==> config.mk <==
export PLATFORM = sky130hd
export DESIGN_NAME = interval_min_max_mean_stats_core
export DESIGN_NICKNAME = d
export VERILOG_FILES = /design/src/sv/isms_pkg.sv /design/src/sv/isms_div.sv /design/src/sv/isms_cmdq.sv /design/src/sv/isms_front.sv /design/src/sv/isms_back.sv /design/src/sv/interval_min_max_mean_stats_core.sv
export SDC_FILE = /design/constraint.sdc
export NUM_CORES = 2
export LEC_CHECK = 0
export BUFFER_PORTS_ARGS = -buffer_cell sky130_fd_sc_hd__buf_2
export CAP_MARGIN = 5
export CORE_MARGIN = 1
export CORE_UTILIZATION = 28
export DETAILED_ROUTE_END_ITERATION = 16
export HOLD_SLACK_MARGIN = 0.06
export SETUP_SLACK_MARGIN = 0.1
export SYNTH_ARGS = -nofsm -noshare
export SYNTH_HDL_FRONTEND = slang
export SYNTH_HIERARCHICAL = 1
export SYNTH_SLANG_ARGS = --single-unit
export TNS_END_PERCENT = 50
==> constraint.sdc <==
create_clock -name clk_i -period 76.9 [get_ports clk_i]
set_clock_uncertainty 0.05 [all_clocks]
set_input_delay 7.69 -clock clk_i [delete_from_list [all_inputs] [get_ports clk_i]]
set_output_delay 7.69 -clock clk_i [all_outputs]
set_load 0.01 [all_outputs]
==> src/sv/isms_pkg.sv <==
// Shared types, constants and helpers of the interval statistics block.
package isms_pkg;

  localparam int CountBits  = 16;
  localparam int SumBits    = CountBits + 32;
  localparam int DivCntBits = $clog2(SumBits);
  localparam int CntExtBits = (CountBits > 16) ? CountBits : 16;
  localparam int NumChan    = 6;

  localparam logic [1:0] REG_START  = 2'd0;
  localparam logic [1:0] REG_FINISH = 2'd1;
  localparam logic [1:0] REG_LEN    = 2'd2;
  localparam logic [1:0] REG_FULL   = 2'd3;

  localparam logic [CountBits-1:0] CountLimit = {CountBits{1'b1}};

  typedef enum logic {
    CMD_SAMPLE,
    CMD_FLUSH
  } cmd_kind_e;

  typedef struct packed {
    logic [31:0] start_time;
    logic [31:0] finish_time;
    logic [31:0] interval_len;
    logic        full_info;
  } cfg_t;

  typedef struct packed {
    cmd_kind_e        kind;
    logic [31:0]      bin;
    logic [31:0]      stime;
    logic [5:0][31:0] vals;
  } cmd_t;

  typedef enum logic [1:0] {
    FE_IDLE,
    FE_DIV,
    FE_PUSH
  } front_state_e;

  typedef enum logic [2:0] {
    BE_IDLE,
    BE_LOAD,
    BE_DIV,
    BE_EMIT,
    BE_APPLY
  } back_state_e;

  function automatic logic [15:0] sat_count(input logic [CountBits-1:0] cnt);
    logic [CntExtBits-1:0] ext;
    ext = CntExtBits'(cnt);
    if (ext > CntExtBits'(16'hFFFF)) begin
      return 16'hFFFF;
    end
    return ext[15:0];
  endfunction

endpackage

==> src/sv/isms_div.sv <==
// Iterative restoring unsigned divider, one quotient bit per cycle.
module isms_div (
  input  logic                        clk_i,
  input  logic                        rst_ni,
  input  logic                        start_i,
  input  logic [isms_pkg::SumBits-1:0] dividend_i,
  input  logic [31:0]                 divisor_i,
  output logic                        done_o,
  output logic [isms_pkg::SumBits-1:0] quotient_o
);

  logic                            busy_q, busy_d;
  logic [isms_pkg::DivCntBits-1:0] cnt_q, cnt_d;
  logic [isms_pkg::SumBits-1:0]    quo_q, quo_d;
  logic [31:0]                     rem_q, rem_d;
  logic [31:0]                     dvs_q, dvs_d;
  logic                            done_q, done_d;
  logic [32:0]                     r_ext;
  logic                            ge;

  always_comb begin
    r_ext  = {rem_q, quo_q[isms_pkg::SumBits-1]};
    ge     = r_ext >= {1'b0, dvs_q};
    busy_d = busy_q;
    cnt_d  = cnt_q;
    quo_d  = quo_q;
    rem_d  = rem_q;
    dvs_d  = dvs_q;
    done_d = 1'b0;
    if (start_i) begin
      busy_d = 1'b1;
      cnt_d  = '0;
      quo_d  = dividend_i;
      rem_d  = '0;
      dvs_d  = divisor_i;
    end else if (busy_q) begin
      rem_d = ge ? 32'(r_ext - {1'b0, dvs_q}) : r_ext[31:0];
      quo_d = {quo_q[isms_pkg::SumBits-2:0], ge};
      cnt_d = cnt_q + 1'b1;
      if (cnt_q == isms_pkg::DivCntBits'(isms_pkg::SumBits - 1)) begin
        busy_d = 1'b0;
        done_d = 1'b1;
      end
    end
  end

  always_ff @(posedge clk_i or negedge rst_ni) begin
    if (!rst_ni) begin
      busy_q <= 1'b0;
      done_q <= 1'b0;
      cnt_q  <= '0;
    end else begin
      busy_q <= busy_d;
      done_q <= done_d;
      cnt_q  <= cnt_d;
    end
  end

  always_ff @(posedge clk_i) begin
    quo_q <= quo_d;
    rem_q <= rem_d;
    dvs_q <= dvs_d;
  end

  assign done_o     = done_q;
  assign quotient_o = quo_q;

endmodule

==> src/sv/isms_cmdq.sv <==
// Two-entry command queue between front and back.
module isms_cmdq (
  input  logic           clk_i,
  input  logic           rst_ni,
  input  logic           push_i,
  input  isms_pkg::cmd_t data_i,
  output logic           full_o,
  input  logic           pop_i,
  output logic           empty_o,
  output isms_pkg::cmd_t data_o
);

  isms_pkg::cmd_t mem_q [2];
  logic           wr_q, rd_q;
  logic [1:0]     cnt_q;

  always_ff @(posedge clk_i or negedge rst_ni) begin
    if (!rst_ni) begin
      wr_q  <= 1'b0;
      rd_q  <= 1'b0;
      cnt_q <= '0;
    end else begin
      if (push_i) wr_q <= ~wr_q;
      if (pop_i) rd_q <= ~rd_q;
      cnt_q <= cnt_q + {1'b0, push_i} - {1'b0, pop_i};
    end
  end

  always_ff @(posedge clk_i) begin
    if (push_i) mem_q[wr_q] <= data_i;
  end

  assign full_o  = cnt_q[1];
  assign empty_o = (cnt_q == 2'd0);
  assign data_o  = mem_q[rd_q];

endmodule

==> src/sv/isms_front.sv <==
// Front end: accepts items, screens the window and works out the bin number.
module isms_front (
  input  logic             clk_i,
  input  logic             rst_ni,
  input  isms_pkg::cfg_t   cfg_i,
  input  logic             push,
  output logic             full,
  input  logic             action_i,
  input  logic [31:0]      sample_time_i,
  input  logic [5:0][31:0] vals_i,
  output logic             cmd_push_o,
  output isms_pkg::cmd_t   cmd_o,
  input  logic             cmd_full_i
);

  isms_pkg::front_state_e       state_q, state_d;
  isms_pkg::cmd_t               cmd_q, cmd_d;
  logic                         div_start, div_done;
  logic [isms_pkg::SumBits-1:0] div_quo;
  logic [31:0]                  div_den;
  logic [31:0]                  offset;

  assign offset  = sample_time_i - cfg_i.start_time;
  assign div_den = (cfg_i.interval_len == 32'd0) ? 32'd1 : cfg_i.interval_len;

  isms_div u_div (
    .clk_i      (clk_i),
    .rst_ni     (rst_ni),
    .start_i    (div_start),
    .dividend_i (isms_pkg::SumBits'(offset)),
    .divisor_i  (div_den),
    .done_o     (div_done),
    .quotient_o (div_quo)
  );

  always_comb begin
    state_d    = state_q;
    cmd_d      = cmd_q;
    div_start  = 1'b0;
    cmd_push_o = 1'b0;
    full       = (state_q != isms_pkg::FE_IDLE);
    case (state_q)
      isms_pkg::FE_IDLE: begin
        if (push) begin
          cmd_d.stime = sample_time_i;
          cmd_d.vals  = vals_i;
          cmd_d.bin   = '0;
          if (action_i) begin
            cmd_d.kind = isms_pkg::CMD_FLUSH;
            state_d    = isms_pkg::FE_PUSH;
          end else if (sample_time_i < cfg_i.start_time) begin
            state_d = isms_pkg::FE_IDLE;
          end else if (cfg_i.finish_time != 32'd0 && sample_time_i > cfg_i.finish_time) begin
            cmd_d.kind = isms_pkg::CMD_FLUSH;
            state_d    = isms_pkg::FE_PUSH;
          end else begin
            cmd_d.kind = isms_pkg::CMD_SAMPLE;
            div_start  = 1'b1;
            state_d    = isms_pkg::FE_DIV;
          end
        end
      end
      isms_pkg::FE_DIV: begin
        if (div_done) begin
          cmd_d.bin = div_quo[31:0];
          state_d   = isms_pkg::FE_PUSH;
        end
      end
      isms_pkg::FE_PUSH: begin
        if (!cmd_full_i) begin
          cmd_push_o = 1'b1;
          state_d    = isms_pkg::FE_IDLE;
        end
      end
      default: state_d = isms_pkg::FE_IDLE;
    endcase
  end

  always_ff @(posedge clk_i or negedge rst_ni) begin
    if (!rst_ni) begin
      state_q <= isms_pkg::FE_IDLE;
    end else begin
      state_q <= state_d;
    end
  end

  always_ff @(posedge clk_i) begin
    cmd_q <= cmd_d;
  end

  assign cmd_o = cmd_q;

endmodule

==> src/sv/isms_back.sv <==
// Back end: keeps the open group, closes it and emits one record per active channel (six with full info, else three).
module isms_back (
  input  logic           clk_i,
  input  logic           rst_ni,
  input  logic           full_info_i,
  input  logic           cmd_empty_i,
  input  isms_pkg::cmd_t cmd_i,
  output logic           cmd_pop_o,
  output logic           empty,
  input  logic           pop,
  output logic [2:0]     channel_o,
  output logic [31:0]    group_time_o,
  output logic [15:0]    sample_count_o,
  output logic [31:0]    mean_value_o,
  output logic [31:0]    min_value_o,
  output logic [31:0]    max_value_o,
  output logic           last_o
);

  localparam int SB = isms_pkg::SumBits;
  localparam int CB = isms_pkg::CountBits;

  isms_pkg::back_state_e state_q, state_d;
  isms_pkg::cmd_t        cmd_q;
  logic                  open_q;
  logic [31:0]           open_bin_q;
  logic [31:0]           gstart_q;
  logic [CB-1:0]         samples_q;
  logic signed [SB-1:0]  sum_q [isms_pkg::NumChan];
  logic signed [31:0]    min_q [isms_pkg::NumChan];
  logic signed [31:0]    max_q [isms_pkg::NumChan];
  logic [2:0]            k_q;
  logic                  out_valid_q;
  logic                  latch_cmd, do_emit, do_apply, do_close_clr;
  logic                  div_start, div_done;
  logic [SB-1:0]         div_quo, sum_abs, q_signed;
  logic                  sum_neg;
  logic [2:0]            last_k;

  assign sum_neg  = sum_q[k_q][SB-1];
  assign sum_abs  = sum_neg ? SB'(-sum_q[k_q]) : SB'(sum_q[k_q]);
  assign q_signed = sum_neg ? SB'(-div_quo) : div_quo;
  assign last_k   = full_info_i ? 3'd5 : 3'd2;

  isms_div u_div (
    .clk_i      (clk_i),
    .rst_ni     (rst_ni),
    .start_i    (div_start),
    .dividend_i (sum_abs),
    .divisor_i  (32'(samples_q)),
    .done_o     (div_done),
    .quotient_o (div_quo)
  );

  always_comb begin
    state_d      = state_q;
    cmd_pop_o    = 1'b0;
    latch_cmd    = 1'b0;
    div_start    = 1'b0;
    do_emit      = 1'b0;
    do_apply     = 1'b0;
    do_close_clr = 1'b0;
    case (state_q)
      isms_pkg::BE_IDLE: begin
        if (!cmd_empty_i) begin
          cmd_pop_o = 1'b1;
          latch_cmd = 1'b1;
          if (open_q && (cmd_i.kind == isms_pkg::CMD_FLUSH || cmd_i.bin != open_bin_q)) begin
            state_d = isms_pkg::BE_LOAD;
          end else if (cmd_i.kind == isms_pkg::CMD_SAMPLE) begin
            state_d = isms_pkg::BE_APPLY;
          end
        end
      end
      isms_pkg::BE_LOAD: begin
        div_start = 1'b1;
        state_d   = isms_pkg::BE_DIV;
      end
      isms_pkg::BE_DIV: begin
        if (div_done) state_d = isms_pkg::BE_EMIT;
      end
      isms_pkg::BE_EMIT: begin
        if (!out_valid_q || pop) begin
          do_emit = 1'b1;
          if (k_q == last_k) begin
            do_close_clr = 1'b1;
            state_d = (cmd_q.kind == isms_pkg::CMD_SAMPLE) ? isms_pkg::BE_APPLY
                                                           : isms_pkg::BE_IDLE;
          end else begin
            state_d = isms_pkg::BE_LOAD;
          end
        end
      end
      isms_pkg::BE_APPLY: begin
        do_apply = 1'b1;
        state_d  = isms_pkg::BE_IDLE;
      end
      default: state_d = isms_pkg::BE_IDLE;
    endcase
  end

  always_ff @(posedge clk_i or negedge rst_ni) begin
    if (!rst_ni) begin
      state_q     <= isms_pkg::BE_IDLE;
      open_q      <= 1'b0;
      out_valid_q <= 1'b0;
      k_q         <= '0;
    end else begin
      state_q <= state_d;
      if (latch_cmd) k_q <= '0;
      else if (do_emit) k_q <= k_q + 3'd1;
      if (do_emit) out_valid_q <= 1'b1;
      else if (pop) out_valid_q <= 1'b0;
      if (do_close_clr) open_q <= 1'b0;
      else if (do_apply) open_q <= 1'b1;
    end
  end

  always_ff @(posedge clk_i) begin
    if (latch_cmd) cmd_q <= cmd_i;
    if (do_emit) begin
      channel_o      <= k_q;
      group_time_o   <= gstart_q;
      sample_count_o <= isms_pkg::sat_count(samples_q);
      mean_value_o   <= q_signed[31:0];
      min_value_o    <= min_q[k_q];
      max_value_o    <= max_q[k_q];
      last_o         <= (k_q == last_k);
    end
    if (do_apply) begin
      open_bin_q <= cmd_q.bin;
      if (!open_q) begin
        gstart_q  <= cmd_q.stime;
        samples_q <= CB'(1);
      end else if (samples_q < isms_pkg::CountLimit) begin
        samples_q <= samples_q + CB'(1);
      end
      for (int i = 0; i < isms_pkg::NumChan; i++) begin
        if (!open_q) begin
          sum_q[i] <= SB'($signed(cmd_q.vals[i]));
          min_q[i] <= $signed(cmd_q.vals[i]);
          max_q[i] <= $signed(cmd_q.vals[i]);
        end else begin
          if ($signed(cmd_q.vals[i]) < min_q[i]) min_q[i] <= $signed(cmd_q.vals[i]);
          if ($signed(cmd_q.vals[i]) > max_q[i]) max_q[i] <= $signed(cmd_q.vals[i]);
          if (samples_q < isms_pkg::CountLimit) begin
            sum_q[i] <= sum_q[i] + SB'($signed(cmd_q.vals[i]));
          end
        end
      end
    end
  end

  assign empty = !out_valid_q;

  a_open_count: assert property (@(posedge clk_i) disable iff (!rst_ni)
    (open_q && state_q != isms_pkg::BE_APPLY) |-> samples_q != '0)
    else $error("open group with zero count");

  a_min_max: assert property (@(posedge clk_i) disable iff (!rst_ni)
    (open_q && state_q == isms_pkg::BE_IDLE) |-> min_q[0] <= max_q[0])
    else $error("min above max");

  a_emit_range: assert property (@(posedge clk_i) disable iff (!rst_ni)
    do_emit |-> k_q <= last_k)
    else $error("record channel beyond active set");

  a_emit_fills: assert property (@(posedge clk_i) disable iff (!rst_ni)
    do_emit |=> !empty)
    else $error("emitted record not presented");

endmodule

==> src/sv/interval_min_max_mean_stats_core.sv <==
// Top level of the interval min/max/mean statistics block.
// Channel  | Direction | Handshake          | Payload
// input    | in        | push / full        | action, sample_time, six channel values
// result   | out       | empty / pop        | channel, group_time, count, mean, min, max, last
// config   | in        | cfg_we_i           | cfg_idx_i, cfg_data_i
// In the front a sample waits on the 48-step shared-width divider for its bin number.
// Closing a group runs one division per emitted record, for its mean.
// Flush and out-of-window items skip the divider; items before the window vanish.
// The front and back stall independently through a two-entry command queue.
// Reset is asynchronous, active low; no clearing pass is needed.
module interval_min_max_mean_stats_core (
  input  logic        clk_i,
  input  logic        rst_ni,
  input  logic        cfg_we_i,
  input  logic [1:0]  cfg_idx_i,
  input  logic [31:0] cfg_data_i,
  input  logic        push,
  output logic        full,
  input  logic        action_i,
  input  logic [31:0] sample_time_i,
  input  logic [31:0] dt_final_i,
  input  logic [31:0] dt_first_i,
  input  logic [31:0] dt_second_i,
  input  logic [31:0] accel_max_i,
  input  logic [31:0] visc_dt_max_i,
  input  logic [31:0] vel_max_i,
  output logic        empty,
  input  logic        pop,
  output logic [2:0]  channel_o,
  output logic [31:0] group_time_o,
  output logic [15:0] sample_count_o,
  output logic [31:0] mean_value_o,
  output logic [31:0] min_value_o,
  output logic [31:0] max_value_o,
  output logic        last_o
);

  isms_pkg::cfg_t   cfg_q;
  isms_pkg::cmd_t   fcmd, qcmd;
  logic             cmd_push, cmd_full, cmd_pop, cmd_empty;
  logic [5:0][31:0] vals;

  assign vals = {vel_max_i, visc_dt_max_i, accel_max_i, dt_second_i, dt_first_i, dt_final_i};

  always_ff @(posedge clk_i or negedge rst_ni) begin
    if (!rst_ni) begin
      cfg_q.start_time   <= '0;
      cfg_q.finish_time  <= '0;
      cfg_q.interval_len <= 32'd65536;
      cfg_q.full_info    <= 1'b0;
    end else if (cfg_we_i) begin
      case (cfg_idx_i)
        isms_pkg::REG_START:  cfg_q.start_time   <= cfg_data_i;
        isms_pkg::REG_FINISH: cfg_q.finish_time  <= cfg_data_i;
        isms_pkg::REG_LEN:    cfg_q.interval_len <= cfg_data_i;
        isms_pkg::REG_FULL:   cfg_q.full_info    <= cfg_data_i[0];
        default: ;
      endcase
    end
  end

  isms_front u_front (
    .clk_i         (clk_i),
    .rst_ni        (rst_ni),
    .cfg_i         (cfg_q),
    .push          (push),
    .full          (full),
    .action_i      (action_i),
    .sample_time_i (sample_time_i),
    .vals_i        (vals),
    .cmd_push_o    (cmd_push),
    .cmd_o         (fcmd),
    .cmd_full_i    (cmd_full)
  );

  isms_cmdq u_cmdq (
    .clk_i   (clk_i),
    .rst_ni  (rst_ni),
    .push_i  (cmd_push),
    .data_i  (fcmd),
    .full_o  (cmd_full),
    .pop_i   (cmd_pop),
    .empty_o (cmd_empty),
    .data_o  (qcmd)
  );

  isms_back u_back (
    .clk_i          (clk_i),
    .rst_ni         (rst_ni),
    .full_info_i    (cfg_q.full_info),
    .cmd_empty_i    (cmd_empty),
    .cmd_i          (qcmd),
    .cmd_pop_o      (cmd_pop),
    .empty          (empty),
    .pop            (pop),
    .channel_o      (channel_o),
    .group_time_o   (group_time_o),
    .sample_count_o (sample_count_o),
    .mean_value_o   (mean_value_o),
    .min_value_o    (min_value_o),
    .max_value_o    (max_value_o),
    .last_o         (last_o)
  );

endmodule
==> Word-level counts from Yosys, hierarchy flattened <==
Memories as Yosys holds them, arrays and structs flattened. A register that Yosys moved wholly into a read port is not among the register bits.
Cells that the tools add are included.
W data, S select, Z words.
{ "op_classes": {"addsub": 17, "magnitude_cmp": 18, "eq_ne": 22, "muxes": 147, "n_bitwise": 21, "n_reduce_logical": 29} }
{ "ops": {"columns": ["operator", "n"], "rows": [
  ["$mux W32", 18],
  ["$mux W48", 9],
  ["$add A48 B32 Y48", 6],
  ["$mux W256", 1],
  ["$gt A32 B32 Y1", 7],
  ["$lt A32 B32 Y1", 7],
  ["$mux W1", 93],
  ["$pmux W32 S2", 1],
  ["$sub A32 B32 Y32", 2],
  ["$mux W16", 3],
  ["$neg A48 Y48", 1],
  ["$ge A33 B16 Y1", 1],
  ["$ge A33 B32 Y1", 1],
  ["$logic_not A32 Y1", 1],
  ["$ne A32 B32 Y1", 1],
  ["$neg A32 Y32", 1],
  ["$reduce_bool A32 Y1", 1],
  ["$sub A32 B16 Y32", 1],
  ["$mux W3", 10],
  ["$mux W6", 4],
  ["$or A1 B1 Y1", 18],
  ["$add A16 B1 Y16 const B", 1],
  ["$gt A16 B16 Y1 const B", 1],
  ["$lt A16 B16 Y1 const B", 1],
  ["27 further kinds", 64]
]} }
{ "word_totals": {"regBits": 1013, "ramBits": 1186, "inputBits": 264, "output_inout_bits": 150, "elab_cells": 309, "memories": 4} }
{ "mem_list": {"columns": ["memory", "words", "word_bits", "rd", "rd_ports_with_merged_regs", "write_ports", "line", "source"], "rows": [
  ["u_cmdq.mem_q", 2, 257, 1, 0, 1, "isms_cmdq.sv:13", "isms_pkg::cmd_t mem_q [2];"],
  ["u_back.sum_q", 6, 48, 7, 0, 6, "isms_back.sv:29", "logic signed [SB-1:0] sum_q [isms_pkg::NumChan];"],
  ["u_back.max_q", 6, 32, 7, 1, 6, "isms_back.sv:31", "logic signed [31:0] max_q [isms_pkg::NumChan];"],
  ["u_back.min_q", 6, 32, 7, 1, 6, "isms_back.sv:30", "logic signed [31:0] min_q [isms_pkg::NumChan];"]
]} }

==> Longest topological paths before layout <==
{ "depth": {"word_depth": 8, "mapped_depth": 24, "mapped_depth_nobuf": 15} }

==> By module <==
The synthesis kept the hierarchy.
{ "by_module_without_submodules": {"columns": ["mod", "instances", "cells_each", "area_per_inst_um2", "seq_area_each_um2"], "rows": [
  ["isms_back", 1, 6229, 70361.2, 34943.5],
  ["isms_cmdq", 1, 814, 19588.8, 15534.9],
  ["isms_div", 2, 601, 6653.9, 3243.1],
  ["isms_front", 1, 731, 10855.4, 7767.4],
  ["interval_min_max_mean_stats_core", 1, 207, 3668.5, 2428.6]
]} }

==> Worst setup path after synthesis <==
Ideal clock, no wire load.
{ "synth_timing": {"path_type": "reg-to-reg", "start": "reg u_back.state_q[2]", "end": "reg u_cmdq.cnt_q[1]", "setup_ns": 0.136, "arrival_ns": 28.686, "required_time_ns": 76.714, "slack_ns": 48.028, "stages_incl_launch_ff": 6, "path_buffers": 0, "period_less_slack_ns": 28.872, "path_cell_list": "dfrtp_1 -> nor4_1 -> ha_1 -> inv_1 -> ha_1 -> xor3_1"} }
{ "synth_between": {"elab_chain_cells": 3} }
{ "synth_lines": {"columns": ["element", "line", "source"], "rows": [
  ["start, declared", "isms_back.sv:23", "isms_pkg::back_state_e state_q, state_d;"],
  ["start signal, assigned", "isms_back.sv:104", "state_q <= isms_pkg::BE_IDLE;"],
  ["start signal, assigned", "isms_back.sv:109", "state_q <= state_d;"],
  ["$logic_not A3 Y1", "isms_back.sv:63", "case (state_q)"],
  ["$mux W1", "isms_back.sv:63", null],
  ["via cmd_pop", "interval_min_max_mean_stats_core.sv:40", "logic cmd_push, cmd_full, cmd_pop, cmd_empty;"],
  ["$sub A2 B1 Y2", "isms_cmdq.sv:25", "cnt_q <= cnt_q + {1'b0, push_i} - {1'b0, pop_i};"],
  ["end signal, assigned", "isms_cmdq.sv:25", null],
  ["end, declared", "isms_cmdq.sv:15", "logic [1:0] cnt_q;"]
]} }
The timed path passes the listed nets, and every way through them passes these cells.
A chain may end at the register's enable or synchronous reset.

==> Worst setup path after layout <==
{ "layout_timing": {"start": "in sample_time_i[0]", "end": "reg u_front.u_div.quo_q, in the netlist u_front/u_div/quotient_o[41] (data pin)"} }
{ "layout_between": {"elab_chain_cells": 7, "word_cells_on_any_way": 8, "cone_classes": "order compare: 2; mux: 5; reduce/logical: 1"} }
{ "layout_lines": {"columns": ["element", "line", "source"], "rows": [
  ["start, declared", "interval_min_max_mean_stats_core.sv:20", "input logic [31:0] sample_time_i,"],
  ["$gt A32 B32 Y1", "isms_front.sv:53", "end else if (cfg_i.finish_time != 32'd0 && sample_time_i > cfg_i.finish_time) begin"],
  ["$logic_and A1 B1 Y1", "isms_front.sv:53", null],
  ["$mux W1", "isms_front.sv:53", null],
  ["$mux W1 (*)", "isms_front.sv:51", "end else if (sample_time_i < cfg_i.start_time) begin"],
  ["$mux W1 (*)", "isms_front.sv:48", "if (action_i) begin"],
  ["$mux W1 (*)", "isms_front.sv:44", "if (push) begin"],
  ["$mux W1 (*)", "isms_front.sv:42", "case (state_q)"],
  ["via u_front.div_start", "isms_front.sv:18", "logic div_start, div_done;"],
  ["end signal, assigned", "isms_div.sv:60", "quo_q <= quo_d;"],
  ["end, declared", "isms_div.sv:14", "logic [isms_pkg::SumBits-1:0] quo_q, quo_d;"]
]} }
Mark *: on every way through the listed nets, which the timed path passes. The rest lies on a longest branch.

==> results by group <==
Run status
  – Outcome: completed

Route
  – Met3 Routed Length: 18.5 mm
  – DR vias: 75500
  – Met1 Routed Length: 151 mm
  – DR DRC count: 0
  – WL per Instance: 22.4 um
  – DR top layer: met5
  – DRT Wirelength: 345 mm
  – Met2 routed WL: 162 mm
  – Pre-Repair DR Iteration Count: 6
  – Drt first-iter violations: 6894
  – Vias/cell: 4.91
  – DRT antenna net count: 0

Global route
  – GRT Overall Usage: 0.157
  – Initial antenna violation count: 17
  – Global-route wire length before repair: between 400 and 500 mm
  – Number of global-route vias before repair: 72300
  – Remaining global-route overflow: 0
  – Largest net degree at the start of global routing: 161

Power
  – Power, Total: about 0.0027 W
  – Power Dens Cells: 20.2 nW/um2
  – Leakage: 50.4 nW
  – Worst VDD drop: 16.2 uV

Yosys
  – Post-synth EDFFs: 2088
  – Register area share after synthesis: 0.570
  – Cells after synthesis: roughly 9200
  – Ys async rst share: 0.0557
  – Synth Warn #: 6
  – Syn Area/Cell: 12.8 um2
  – #FFs+latches synth: 2279
  – Top FF cell, synth: edfxtp_1
  – Post-Syn Area: around 120000 um2
  – Yosys cell types: 122

Placed design
  – Buffers on Ports: roughly 410
  – Dpl cell area: roughly 130000 um2
  – Pre-CTS setup slack: between 60 and 70 ns
  – Routability Congestion: 0.934
  – Post-DP HPWL: 257 mm

STA
  – Fmax achieved: between 80 and 90 MHz
  – Worst-margin pin slew: 1.27 ns
  – Fin crit share: 0.147
  – Final setup fails: 0
  – Slew HR: 0.143
  – Max-slew violation count: 0
  – Final WS setup: 65.60 ns
  – Final hold slack: 0.359 ns
  – Post-route setup TNS: 0 ns
  – RSZ-0062 raised after global routing: false
  – Min Tclk post-route: 11.30 ns
  – Final hold viol count: 0

Clocking
  – Post-cts gate resize count: 0
  – Worst-Skew Late Latency: 0.92 ns
  – Cts bufs inserted: 266
  – Setup Buffers After CTS: 0
  – Root buffer cell: clkbuf_16
  – Sink Count: roughly 2300
  – Hold buffer count at cts: 0
  – TritonCTS clock tree: done
  – CTS max path bufs: 4
  – Reg clk slew, reported paths: ~0.06 ns
  – H-tree depth: 5

Cells and area
  – Share of layout cells above drive strength 1: 0.164
  – Fin area: approximately 140000 um2
  – Nets: 10700
  – Fillers: 41300
  – Area grow syn2layout: 14.7%

Floorplan
  – Die Y: 651 um
  – Die width: between 600 and 700 um
  – # IOs: 414
  – DIE AREA: 423000 um2
  – Initial Util: 0.282
  – FP Rows: 237
  – Total core area: 418000 um2

Critical path
  – Critical path class: primary input to register
  – Worst EP required: between 70 and 80 ns
  – CP Max Fanout: 59
  – Crit path arrival time: 11.84 ns
  – Crit. End Element: register
  – Startpoint types: primary input

Flow run
  – Max-cap viol count: 0

Min path
  – Worst Hold Class: register to register
==> logic make-up after synthesis <==
kind of cell	Yosys count	share of synthesized area
xor gates and xnor gates	477	0.0356
DFF	2279	0.570
adders and majority gates	805	0.0861
other	2	0.0000638
muxes	762	0.0879
AOI/OAI and AO/OA	2106	0.112
buffers and inverters	955	0.0345
and+or+nand+nor	1797	0.0741
==> cell usage after synthesis, drive strengths merged (13+ instances only) <==
master | instances | area share
clkbuf | 237 | 0.0079
a211oi | 77 | 0.0049
and3 | 50 | 0.0027
dfxtp | 64 | 0.011
o22ai | 13 | 0.00080
and2 | 72 | 0.0038
nor4 | 44 | 0.0026
o31ai | 38 | 0.0029
mux4 | 108 | 0.021
edfxtp | 2088 | 0.53
xor2 | 238 | 0.018
nor2b | 81 | 0.0044
nor2 | 367 | 0.012
a21boi | 17 | 0.0013
ha | 796 | 0.085
o21bai | 60 | 0.0038
or3 | 32 | 0.0018
nand3 | 114 | 0.0049
a21oi | 592 | 0.026
mux2 | 492 | 0.053
a221oi | 18 | 0.0014
and4 | 19 | 0.0014
nand2 | 639 | 0.020
a2111oi | 13 | 0.00097
nand2b | 72 | 0.0038
a31oi | 67 | 0.0037
nand4 | 170 | 0.0090
a21o | 315 | 0.020
nor3 | 76 | 0.0033
inv | 610 | 0.019
mux2i | 162 | 0.014
a211o | 21 | 0.0016
buf | 107 | 0.0072
o21a | 59 | 0.0038
or2 | 18 | 0.00096
dfrtp | 126 | 0.027
o211ai | 31 | 0.0021
xnor2 | 238 | 0.018
o21ai | 659 | 0.028
==> cell type report <==
cell class / instances / area, um2 / area share
Sequential cell: 2279 / 67200 / 0.497
Multi-Input combinational cell: 5979 / 46900 / 0.347
Clock buffer: 347 / 7180 / 0.0531
Tap cell: 5497 / 6880 / 0.0509
Timing Repair Buffer: 522 / 3000 / 0.0222
Inverter: 611 / 2310 / 0.0171
Clock inverter: 123 / 1570 / 0.0116
Antenna cell: 23 / 57.6 / 0.000426
==> stage by stage <==
step                      utilization  std cells
final                           0.323      15400
after global routing            0.323      15400
after CTS                       0.323      15400
after detailed placement        0.302      14900
after global placement          0.302      14900
after floorplan                     -       9213
==> where the power goes <==
part           internal, W  switching, W
Clock             0.000752      0.000527
Sequential         0.00135    0.00000843
Combinational    0.0000388     0.0000508
Total              0.00214      0.000587
==> sequential cells by signal, indices dropped and copies added, names as in the netlist, 48 cells and up <==
register / flops
cfg_q: 97
u_front/u_div/quotient_o: 48
u_cmdq/mem_q: 514
u_back/cmd_q: 257
u_back/u_div/quotient_o: 48
u_back/min_q: 192
u_back/sum_q: 288
u_back/max_q: 192
u_front/cmd_o: 257
==> path summary, 6_finish.rpt <==
kind,startpoint,to,slack (ns),cells past startpoint
hold reg to reg,u_back/cmd_q[224],u_back/open_bin_q[0],0.36,0
setup reg to reg,u_back/k_q[0],u_back/u_div/quotient_o[42],70.85,12
hold / removal,u_back/cmd_q[224],u_back/open_bin_q[0],0.36,0
max in group asynchronous,rst_ni,u_back/k_q[1],68.61,2
setup / recovery,sample_time_i[0],u_front/u_div/quotient_o[41],65.60,15
min in group asynchronous,rst_ni,cfg_q[58],6.81,1
==> critical path: stages <==
cell,delay [ns]
buf_2,0.10
inv_1,0.06
ha_1,0.22
fa_1,0.44
nor2b_4,0.14
o31a_1,0.18
o31a_1,0.23
o21ai_2,0.13
o22a_4,0.26
o221ai_4,0.27
a311oi_4,0.16
nor3_2,0.22
buf_4,0.58
buf_4,0.70
mux2_2,0.41
==> cells in the final DEF, fill, tap and decap left out, types with 33 or more instances in the layout <==
master     Yosys  layout
a211oi_1      77      77
a21o_1       315     314
a21oi_1      585     573
a31oi_1       65      65
and2_1        71      70
and3_1        48      47
buf_2         33     412
buf_4         14     100
clkbuf_1     230      65
clkbuf_16      0     271
clkinv_1       1      35
dfrtp_1      126     121
dfxtp_1       64      64
edfxtp_1    2088    2088
ha_1         796     796
inv_1        609     605
mux2_2       287     287
mux2_4       202     202
mux2i_1      162     162
mux4_2       108     108
nand2_1      637     636
nand2b_1      72      72
nand3_1      113     112
nand4_1      170     170
nor2_1       367     365
nor2b_1       80      79
nor3_1        75      74
nor4_1        42      41
o21a_1        59      59
o21ai_0      622     620
o21ai_1       33      34
o21bai_1      60      60
o31ai_1       33      33
xnor2_1      238     237
xor2_1       238     238
==> routing by layer <==
metal / up-vias / track usage
li1: 35400 / -
met3: 419 / 0.0200
met4: 2 / 0.0553
met1: 37400 / 0.212
met2: 2264 / 0.259
met5: - / 0
(Power assumes the default switching activity.)
